File: src/design/aspe_pkg.sv
// aspe_pkg: sizes, scan phases and unit kinds for the annex b parameter set extractor
// no dependencies; imported by the top level
package aspe_pkg;

  localparam int SEQ_MAX_BYTES = 128;
  localparam int PIC_MAX_BYTES = 64;

  // one address bit selects the bank, the rest index within a unit
  localparam int SEQ_IW = $clog2(SEQ_MAX_BYTES);
  localparam int PIC_IW = $clog2(PIC_MAX_BYTES);
  localparam int SEQ_AW = SEQ_IW + 1;
  localparam int PIC_AW = PIC_IW + 1;

  localparam logic [7:0] NAL_TYPE_MASK = 8'h1f;
  localparam logic [4:0] NAL_TYPE_SPS  = 5'd7;
  localparam logic [4:0] NAL_TYPE_PPS  = 5'd8;

  localparam logic [1:0] PH_SEARCH = 2'd0;
  localparam logic [1:0] PH_HEADER = 2'd1;
  localparam logic [1:0] PH_UNIT   = 2'd2;
  localparam logic [1:0] PH_DONE   = 2'd3;

  localparam logic [1:0] KIND_NONE = 2'd0;
  localparam logic [1:0] KIND_SEQ  = 2'd1;
  localparam logic [1:0] KIND_PIC  = 2'd2;

  localparam logic REQ_STREAM = 1'b0;
  localparam logic REQ_READ   = 1'b1;

  localparam logic STORE_SEQ = 1'b0;
  localparam logic STORE_PIC = 1'b1;

  // write and read request into one bank ram
  typedef struct packed {
    logic             we;
    logic [SEQ_AW-1:0] waddr;
    logic [7:0]       wdata;
    logic             re;
    logic [SEQ_AW-1:0] raddr;
  } aspe_ram_req_t;

endpackage

File: src/design/aspe_bank_ram.sv
// aspe_bank_ram: generic single-write, single-read byte ram, registered read data
// no dependencies; holds both banks of one parameter set store
module aspe_bank_ram #(
  parameter int AW = 8
) (
  input  logic          clk,
  input  logic          we,
  input  logic [AW-1:0] waddr,
  input  logic [7:0]    wdata,
  input  logic          re,
  input  logic [AW-1:0] raddr,
  output logic [7:0]    rdata
);

  logic [7:0] mem [2**AW];

  always_ff @(posedge clk) begin
    if (we) begin
      mem[waddr] <= wdata;
    end
    if (re) begin
      rdata <= mem[raddr];
    end
  end

endmodule

File: src/design/annexb_sps_pps_extractor_core.sv
// annexb_sps_pps_extractor_core: start code scanner, nal classifier and banked sps/pps capture
// depends on aspe_pkg and aspe_bank_ram
//
//  channel | dir | words                    | result
//  in_     | in  | stream byte or read req  | read req and last stream byte give one word
//  out_    | out | read reply or status     | one word per result
//
// one word is accepted per cycle while in_tready is high; a result passes through the
// registered store read and then the output register before it leaves.
// scan state and held lengths are flip-flops, stored bytes live in two bank rams.
// rst_n is synchronous; it clears the scanner, lengths and bank selects, ram is not cleared.
// a stall on out_tready backs up through the single middle stage to in_tready.
module annexb_sps_pps_extractor_core
  import aspe_pkg::*;
(
  input  logic        clk,
  input  logic        rst_n,
  input  logic        in_tvalid,
  output logic        in_tready,
  input  logic [15:0] in_tdata,   // data_byte[7:0], read_kind[8], read_index[15:9]
  input  logic        in_tuser,   // req_type
  input  logic        in_tlast,   // last_byte
  output logic        out_tvalid,
  input  logic        out_tready,
  output logic [23:0] out_tdata,  // read_data[7:0], seq_set_length[15:8],
                                  // pic_set_length[22:16], found_both[23]
  output logic        out_tuser   // is_read_reply
);

  logic [1:0] zero_run_r, zero_run_nxt;
  logic [1:0] phase_r, phase_nxt;
  logic [1:0] kind_r, kind_nxt;
  logic [7:0] count_r, count_nxt;
  logic [7:0] seq_len_r, seq_len_nxt;
  logic [6:0] pic_len_r, pic_len_nxt;
  logic [1:0] bank_r, bank_nxt;

  logic       p1_valid_r, p1_reply_r, p1_store_r, p1_hit_r;
  logic [7:0] p1_seq_len_r;
  logic [6:0] p1_pic_len_r;
  logic [7:0] p1_rd;
  logic       res_en, res_reply, res_hit;
  logic [7:0] res_seq_len;
  logic [6:0] res_pic_len;

  logic        out_valid_r;
  logic [23:0] out_tdata_r;
  logic        out_tuser_r;

  aspe_ram_req_t seq_req, pic_req;
  logic [7:0]    seq_q, pic_q;

  logic       accept, p1_move;
  logic [7:0] b;
  logic       last, rd_store;
  logic [6:0] rd_index;

  assign p1_move   = !out_valid_r || out_tready;
  assign in_tready = !p1_valid_r || p1_move;
  assign accept    = in_tvalid && in_tready;

  assign b        = in_tdata[7:0];
  assign rd_store = in_tdata[8];
  assign rd_index = in_tdata[15:9];
  assign last     = in_tlast;

  always_comb begin
    logic       start;
    logic [1:0] zr_sat;
    logic [1:0] ph_up;
    logic [1:0] kd_up;
    logic [7:0] cnt_up;
    logic [7:0] cap;
    logic       wr_en;
    logic [7:0] wr_idx;
    logic       end_en;
    logic [7:0] end_len;
    logic [1:0] end_kind;
    logic [4:0] nal_t;

    zero_run_nxt = zero_run_r;
    phase_nxt    = phase_r;
    kind_nxt     = kind_r;
    count_nxt    = count_r;
    seq_len_nxt  = seq_len_r;
    pic_len_nxt  = pic_len_r;
    bank_nxt     = bank_r;
    res_en       = 1'b0;
    res_reply    = 1'b0;
    res_hit      = 1'b0;
    seq_req      = '0;
    pic_req      = '0;

    start  = (b == 8'd1) && (zero_run_r >= 2'd2);
    zr_sat = (b != 8'd0) ? 2'd0 : ((zero_run_r < 2'd3) ? zero_run_r + 2'd1 : 2'd3);
    nal_t  = 5'(b & NAL_TYPE_MASK);
    ph_up  = phase_r;
    kd_up  = kind_r;
    cnt_up = count_r;
    wr_en  = 1'b0;
    wr_idx = count_r;
    end_en = 1'b0;
    end_len = 8'd0;
    end_kind = kind_r;

    case (kind_r)
      KIND_SEQ: cap = 8'(SEQ_MAX_BYTES + 3);
      KIND_PIC: cap = 8'(PIC_MAX_BYTES + 3);
      default:  cap = 8'd3;
    endcase

    if (accept && in_tuser == REQ_READ) begin
      res_en    = 1'b1;
      res_reply = 1'b1;
      if (rd_store == STORE_SEQ) begin
        res_hit       = {1'b0, rd_index} < seq_len_r;
        seq_req.re    = 1'b1;
        seq_req.raddr = {bank_r[0], rd_index[SEQ_IW-1:0]};
      end else begin
        res_hit       = rd_index < pic_len_r;
        pic_req.re    = 1'b1;
        pic_req.raddr = SEQ_AW'({bank_r[1], rd_index[PIC_IW-1:0]});
      end
    end else if (accept) begin
      case (phase_r)
        PH_SEARCH: begin
          seq_len_nxt = 8'd0;
          pic_len_nxt = 7'd0;
          if (start) begin
            ph_up        = PH_HEADER;
            zero_run_nxt = 2'd0;
          end else begin
            zero_run_nxt = zr_sat;
          end
        end
        PH_HEADER: begin
          kd_up = (nal_t == NAL_TYPE_SPS) ? KIND_SEQ :
                  (nal_t == NAL_TYPE_PPS) ? KIND_PIC : KIND_NONE;
          cnt_up       = 8'd1;
          wr_en        = 1'b1;
          wr_idx       = 8'd0;
          zero_run_nxt = (b == 8'd0) ? 2'd1 : 2'd0;
          ph_up        = PH_UNIT;
        end
        PH_UNIT: begin
          if (start) begin
            end_en       = 1'b1;
            end_len      = count_r - 8'd2;
            end_kind     = kind_r;
            zero_run_nxt = 2'd0;
            ph_up        = PH_HEADER;
          end else begin
            wr_en        = 1'b1;
            wr_idx       = count_r;
            if (count_r < cap) begin
              cnt_up = count_r + 8'd1;
            end
            zero_run_nxt = zr_sat;
          end
        end
        default: begin
        end
      endcase

      // a buffer that ends inside a unit closes it at its full length
      if (last && ph_up == PH_UNIT) begin
        end_en   = 1'b1;
        end_len  = cnt_up;
        end_kind = kd_up;
      end

      // bytes go to the bank that is not being read out
      if (wr_en && kd_up == KIND_SEQ && wr_idx < 8'(SEQ_MAX_BYTES)) begin
        seq_req.we    = 1'b1;
        seq_req.waddr = {~bank_r[0], wr_idx[SEQ_IW-1:0]};
        seq_req.wdata = b;
      end else if (wr_en && kd_up == KIND_PIC && wr_idx < 8'(PIC_MAX_BYTES)) begin
        pic_req.we    = 1'b1;
        pic_req.waddr = SEQ_AW'({~bank_r[1], wr_idx[PIC_IW-1:0]});
        pic_req.wdata = b;
      end

      kind_nxt  = kd_up;
      count_nxt = cnt_up;
      if (end_en) begin
        if (end_kind == KIND_SEQ && end_len != 8'd0 && end_len <= 8'(SEQ_MAX_BYTES)) begin
          bank_nxt[0] = ~bank_r[0];
          seq_len_nxt = end_len;
        end else if (end_kind == KIND_PIC && end_len != 8'd0
                     && end_len <= 8'(PIC_MAX_BYTES)) begin
          bank_nxt[1] = ~bank_r[1];
          pic_len_nxt = end_len[6:0];
        end
        kind_nxt  = KIND_NONE;
        count_nxt = 8'd0;
      end

      // capture stops once both sets are held
      if (phase_r == PH_UNIT && start && seq_len_nxt != 8'd0 && pic_len_nxt != 7'd0) begin
        ph_up = PH_DONE;
      end
      phase_nxt = ph_up;

      if (last) begin
        res_en       = 1'b1;
        zero_run_nxt = 2'd0;
        kind_nxt     = KIND_NONE;
        count_nxt    = 8'd0;
        phase_nxt    = PH_SEARCH;
      end
    end

    res_seq_len = seq_len_nxt;
    res_pic_len = pic_len_nxt;
  end

  aspe_bank_ram #(.AW(SEQ_AW)) u_seq_ram (
    .clk   (clk),
    .we    (seq_req.we),
    .waddr (seq_req.waddr),
    .wdata (seq_req.wdata),
    .re    (seq_req.re),
    .raddr (seq_req.raddr),
    .rdata (seq_q)
  );

  aspe_bank_ram #(.AW(PIC_AW)) u_pic_ram (
    .clk   (clk),
    .we    (pic_req.we),
    .waddr (pic_req.waddr[PIC_AW-1:0]),
    .wdata (pic_req.wdata),
    .re    (pic_req.re),
    .raddr (pic_req.raddr[PIC_AW-1:0]),
    .rdata (pic_q)
  );

  always_ff @(posedge clk) begin
    if (!rst_n) begin
      zero_run_r  <= 2'd0;
      phase_r     <= PH_SEARCH;
      kind_r      <= KIND_NONE;
      count_r     <= 8'd0;
      seq_len_r   <= 8'd0;
      pic_len_r   <= 7'd0;
      bank_r      <= 2'd0;
      p1_valid_r  <= 1'b0;
      out_valid_r <= 1'b0;
    end else begin
      zero_run_r <= zero_run_nxt;
      phase_r    <= phase_nxt;
      kind_r     <= kind_nxt;
      count_r    <= count_nxt;
      seq_len_r  <= seq_len_nxt;
      pic_len_r  <= pic_len_nxt;
      bank_r     <= bank_nxt;
      if (in_tready) begin
        p1_valid_r <= res_en;
      end
      if (p1_move) begin
        out_valid_r <= p1_valid_r;
      end
    end
  end

  assign p1_rd = !(p1_reply_r && p1_hit_r) ? 8'd0 : (p1_store_r == STORE_PIC) ? pic_q : seq_q;

  // payload stages, no reset
  always_ff @(posedge clk) begin
    if (accept) begin
      p1_reply_r   <= res_reply;
      p1_store_r   <= rd_store;
      p1_hit_r     <= res_hit;
      p1_seq_len_r <= res_seq_len;
      p1_pic_len_r <= res_pic_len;
    end
    if (p1_move && p1_valid_r) begin
      out_tuser_r <= p1_reply_r;
      out_tdata_r <= {(p1_seq_len_r != 8'd0) && (p1_pic_len_r != 7'd0),
                      p1_pic_len_r, p1_seq_len_r, p1_rd};
    end
  end

  assign out_tvalid = out_valid_r;
  assign out_tdata  = out_tdata_r;
  assign out_tuser  = out_tuser_r;

endmodule

File: config.mk
export PLATFORM = sky130hd
export DESIGN_NAME = annexb_sps_pps_extractor_core
export DESIGN_NICKNAME = d
export VERILOG_FILES = /design/src/design/aspe_pkg.sv /design/src/design/aspe_bank_ram.sv /design/src/design/annexb_sps_pps_extractor_core.sv
export SDC_FILE = /design/constraint.sdc
export NUM_CORES = 2
export LEC_CHECK = 0
export BUFFER_PORTS_ARGS = -buffer_cell sky130_fd_sc_hd__buf_2
export CAP_MARGIN = 25
export CORE_ASPECT_RATIO = 1.75
export CORE_MARGIN = 5
export CORE_UTILIZATION = 55
export CTS_BUF_LIST = sky130_fd_sc_hd__clkbuf_8
export DETAILED_ROUTE_END_ITERATION = 10
export PLACE_DENSITY = 0.71
export SLEW_MARGIN = 20
export SYNTH_ARGS = -nofsm -noshare
export SYNTH_HDL_FRONTEND = slang
export SYNTH_SLANG_ARGS = --single-unit
File: constraint.sdc
create_clock -name clk -period 15.3 [get_ports clk]
set_clock_uncertainty 0.05 [all_clocks]
set_input_delay 2.295 -clock clk [delete_from_list [all_inputs] [get_ports clk]]
set_output_delay 2.295 -clock clk [all_outputs]
set_load 0.01 [all_outputs]
# Word-level counts from Yosys, hierarchy flattened

Memory sizes are Yosys's and may differ from the RTL's. A register that Yosys moved wholly into a read port is not among the register bits.
Cells that the tools add are included.

Word-level logic and storage cells: 165
Input port bits: 22
Output and inout bits: 27
RAM bits: 3072
Memories kept: 2
Bits in registers: 76

Memories:

| memory        | words | width | rd ports | clocked after memory_dff | wr ports | RTL line            | RTL |
|---|---|---|---|---|---|---|---|
| u_seq_ram.mem | 256   | 8     | 1        | 1                        | 1        | aspe_bank_ram.sv:15 | `logic [7:0] mem [2**AW];` |
| u_pic_ram.mem | 128   | 8     | 1        | 1                        | 1        | aspe_bank_ram.sv:15 |  |

Magnitude comparators: 9
Equality and inequality tests: 12
Multiplexer cells: 81
Bitwise logic cells: 4
Add/sub/neg operators: 3
Reduce and logical (&&, ||, !) cells: 36

Operator list:

| cell                | number |
|---|---|
| $mux 8              | 20 |
| $mux 17             | 7 |
| $mux 7              | 8 |
| $mux 2              | 19 |
| $mux 9              | 4 |
| $pmux 8 s2          | 2 |
| $reduce_bool 8->1   | 4 |
| $logic_and 1x1->1   | 18 |
| $mux 1              | 18 |
| $reduce_bool 7->1   | 2 |
| $eq 2x2->1 const B  | 5 |
| $add 8x1->8 const B | 1 |
| $eq 2x1->1 const B  | 4 |
| $eq 8x1->1 const B  | 1 |
| $le 8x7->1 const B  | 1 |
| $le 8x8->1 const B  | 1 |
| $logic_not 8->1     | 1 |
| $lt 7x8->1          | 1 |
| $lt 8x7->1 const B  | 1 |
| $lt 8x8->1          | 1 |
| $lt 8x8->1 const B  | 1 |
| $pmux 2 s2          | 2 |
| $sub 8x2->8 const B | 1 |
| $lt 7x7->1          | 1 |
| 16 further kinds    | 21 |

# Depth between registers and ports, before layout

Depth in word-level cells: 23
Depth in mapped cells: 16
Depth with buffers taken out: 12

# Modules after synthesis

From an unflattened synthesis, not the netlist that was laid out.

Cell total of the unflattened synthesis: 5887
Area total of the unflattened synthesis: 124116.5 um2

Modules (own cells, without submodules):

| module                        | times used | cells an instance | seq. area each (um2) | area an instance (um2) |
|---|---|---|---|---|
| aspe_bank_ram (u_seq_ram)     | 1          | 3733              | 61739.2              | 79636.4 |
| aspe_bank_ram (u_pic_ram)     | 1          | 1635              | 30989.7              | 39745.6 |
| annexb_sps_pps_extractor_core | 1          | 519               | 1951.9               | 4734.5 |

# Worst setup path before layout

OpenSTA, ideal clock, no wires.

Kind: input to register
From: in out_tready
To: mem u_seq_ram.mem[0][0] (data pin)
Path buffers: 1
Required time: 13.859 ns
Setup slack: 4.216 ns
Arrival: 9.643 ns
Cell stages on the path: 8
Setup time: 1.391 ns
Path through: and3b_1 > inv_1 > nand2_1 > nor2_1 > o211ai_1 > or2_2 > clkbuf_1 > nor2_1

RTL lines:

| what               | RTL line                            | RTL |
|---|---|---|
| start: declaration | annexb_sps_pps_extractor_core.sv:24 | `input logic out_tready,` |
| end: declaration   | aspe_bank_ram.sv:15                 |  |

# Worst setup path in the final report

From: in out_tready
To: reg u_seq_ram.rdata[1], read port of u_seq_ram.mem (data pin)

Longest elaborated chain between the ends: 5

Ends and longest elaborated chain:

| what              | RTL line                             | RTL |
|---|---|---|
| $logic_or 1x1->1  | annexb_sps_pps_extractor_core.sv:58  | `assign p1_move = !out_valid_r \|\| out_tready;` |
| $logic_or 1x1->1  | annexb_sps_pps_extractor_core.sv:59  | `assign in_tready = !p1_valid_r \|\| p1_move;` |
| $logic_and 1x1->1 | annexb_sps_pps_extractor_core.sv:60  | `assign accept = in_tvalid && in_tready;` |
| $logic_and 1x1->1 | annexb_sps_pps_extractor_core.sv:112 | `if (accept && in_tuser == REQ_READ) begin` |
| $mux 9            | annexb_sps_pps_extractor_core.sv:112 |  |
| end: declaration  | aspe_bank_ram.sv:12                  | `output logic [7:0] rdata` |

No other way between the ends.
A chain may end at the register's enable or synchronous reset.

==> impl_metrics.json <==
{
  "syn_avg_cell_area_um2": 16.4,
  "fp.dieH_um": 645,
  "first_pass_iters": 6,
  "slowest_delay_ns": 0.86,
  "worst_r2r_path_depth": 14,
  "hold-worst-slack_ns": 0.396,
  "final_util": 0.603,
  "synth_top_area_cell": "edfxtp_1",
  "met1Wirelength_um": 110000,
  "yosysSeqAreaShare": 0.747,
  "die_w_um": 373,
  "layout_min_cycle_time_ns": 7.44,
  "hpwl_um": 215000,
  "numPortBuffers": 48,
  "fmax_mhz": 134,
  "drv_slew": 0,
  "cts_buffers": 430,
  "grt_pass1_vias": 73100,
  "finalCritPeriodShare": 0.486,
  "crit_arrival_ns": 8.14,
  "end_kind": "flip-flop",
  "top_layer_used": "met5",
  "core-area_um2": 230000,
  "drcViolationCount": 0,
  "antenna_found_initial": 17,
  "status": "finished, final reports clean",
  "start_util": 0.552,
  "cp_slowest_cell": "o311ai_0",
  "synth_area_leaders": "edfxtp_1 (74%), mux4_2 (6.0%), nand2_1 (2.4%)",
  "cts_tree": "yes",
  "finalSetupTns_ns": 0,
  "rows": 233,
  "wire_per_inst_um": 30.6,
  "syn-instance-count": 7745,
  "path_class": "in -> reg",
  "preCtsSetupSlack_ns": 7.19,
  "cts_root_buffer": "clkbuf_8",
  "path_clk_slew_ns": 0.07,
  "cts_resized": 0,
  "grt_pass1_wl_um": 498000,
  "hold_violations": 0,
  "via_per_inst": 6.44,
  "placed_cells": 10500,
  "io_pins": 49,
  "cts_buffer_depth": 4,
  "hold_buffers": 0,
  "wirelength_um": 344000,
  "globalplace.congestion": 0.934,
  "nets": 7890,
  "cts_setup_buffers": 0,
  "ant_nets": 0,
  "async_flop_share": 0,
  "met2RoutedLength_um": 179000,
  "num_vias": 72600,
  "slew_headroom": 0.0995,
  "synthTopCellsByCount": "edfxtp_1 (3131), nand2_1 (801), nor2_1 (463), clkbuf_1 (453), mux4_2 (336)",
  "grt_max_degree": 190,
  "hold-path-cell-count": 0,
  "layout-drive-gt1-share": 0.156,
  "rsz0062_at_grt": "no",
  "h-tree-depth": 5,
  "hp-class": "reg -> reg",
  "setup_violations": 0,
  "path_cells": "buf_2 > and3b_1 > inv_1 > nand4b_1 > buf_4 > inv_4 > buf_12 > nand2_4 > buf_4 > buf_4 > o21ai_0 > a21oi_1 > o311ai_0 > nand3_1 > a2111oi_0",
  "synth_edf_count": 3131,
  "tightest_slew_ns": 1.35,
  "synthMostInstantiatedCell": "edfxtp_1",
  "ir_drop_v": 0.0000734,
  "grt-ovfl-total": 0,
  "grt_util_all_layers": 0.280,
  "crit_path_max_fanout": 80,
  "drtIter0Drc": 7546,
  "start_kind": "input pin",
  "ys_types": 76,
  "drv_cap": 0,
  "area_delta_synth_final_pct": 9.32,
  "finalWorstSetupSlack_ns": 7.86,
  "die_area_um2": 241000,
  "syn_nets": 7788,
  "netlist_area_um2": 127000,
  "clock_latency_ns": 1.02,
  "cpMostUsedCell": "buf_4",
  "power.density_nw_per_um2": 115,
  "fin_cells": 11300,
  "clock_sinks": 3164,
  "ys_seq_elements": 3164,
  "p_leak_nw": 37.9,
  "synth_top_area_share": 0.742,
  "required_ns": 16.00,
  "yosys_warnings": 0,
  "wl_met3_um": 25000,
  "synth-main-ff-cell": "edfxtp_1"
}
==> logic make-up after synthesis <==
kind of cell,Yosys count,synth area share
and+or+nand+nor,1964,0.0711
AOI/OAI and AO/OA,1286,0.0701
adders and majority gates,21,0.00207
xor gates and xnor gates,3,0.000207
buffers and inverters,573,0.0172
DFF,3164,0.747
muxes,734,0.0924
==> state kept, by name (all words and copies together), names as in the netlist <==
register / count
p1_store_r: 1
seq_len_r: 8
out_tdata: 24
out_tvalid: 1
zero_run_r: 2
u_seq_ram.rdata: 8
bank_r: 2
kind_r: 2
p1_reply_r: 1
count_r: 8
u_pic_ram.rdata: 8
p1_valid_r: 1
p1_seq_len_r: 8
out_tuser: 1
phase_r: 2
p1_pic_len_r: 7
p1_hit_r: 1
u_pic_ram.mem: 1024
pic_len_r: 7
u_seq_ram.mem: 2048
==> layout by cell type, fill, tap and decap left out, types with 55 or more instances in the layout <==
| cell type | count |
|---|---|
| o21ai_0 | 172 |
| nor2b_1 | 72 |
| mux2_2 | 116 |
| nand3_1 | 160 |
| o22ai_1 | 123 |
| nor2_1 | 456 |
| buf_4 | 139 |
| clkinv_2 | 55 |
| clkbuf_8 | 437 |
| clkinv_1 | 108 |
| and2_1 | 145 |
| a211oi_1 | 216 |
| mux2i_1 | 279 |
| nand2_1 | 791 |
| nand2b_1 | 139 |
| edfxtp_1 | 3131 |
| a21oi_1 | 261 |
| inv_1 | 149 |
| mux4_2 | 336 |
| a311oi_1 | 153 |
==> critical path, delay by kind of cell <==
kind / cells / cell delay (ns)
AND/OR/NAND/NOR: 4 / 1.14
AO/OA/AOI/OAI: 4 / 2.27
buffers and inverters: 7 / 2.11
==> power breakdown <==
group,total (W),switching (W),internal [W],leakage (nW)
combinational,0.000383,0.000267,0.000116,11.4
clock,0.00615,0.00312,0.00303,4.53
sequential,0.00939,0.00000545,0.00938,22.0
total,0.0159,0.00340,0.0125,37.9
==> worst paths after layout <==
check                            start                            to  slack, ns
max                         out_tready  u_seq_ram.rdata[1]$_DFFE_PP_       7.86
min          p1_pic_len_r[2]$_DFFE_PP_       out_tdata[18]$_DFFE_PP_       0.40
max reg2reg    out_tvalid$_SDFFE_PN0P_  u_seq_ram.rdata[1]$_DFFE_PP_       8.88
min reg2reg  p1_pic_len_r[2]$_DFFE_PP_       out_tdata[18]$_DFFE_PP_       0.40
==> per-layer routing <==
metal	track usage	vias up
li1	-	30900
met5	0	-
met2	0.492	3721
met3	0.0491	1087
met1	0.304	36900
met4	0.210	6
==> final cells by class <==
cell class / count / area (um^2)
clock buffers: 436 / 6000
multi-input cells: 4008 / 30100
diodes: 20 / 50.0
fillers: 17000 / 91100
repair buffers: 211 / 1750
flip-flops and latches: 3164 / 94700
well taps: 3055 / 3820
inverters: 32 / 126
clock inverters: 332 / 2040
==> per-stage QoR <==
stage          power, W  instance area, um^2
6_report         0.0159               139000
5_1_grt          0.0164               139000
4_1_cts          0.0160               138000
3_5_place_dp    0.00995               130000
3_3_place_gp    0.00995               130000
2_1_floorplan   0.00981               127000
Power figures use the tool's default switching activity.
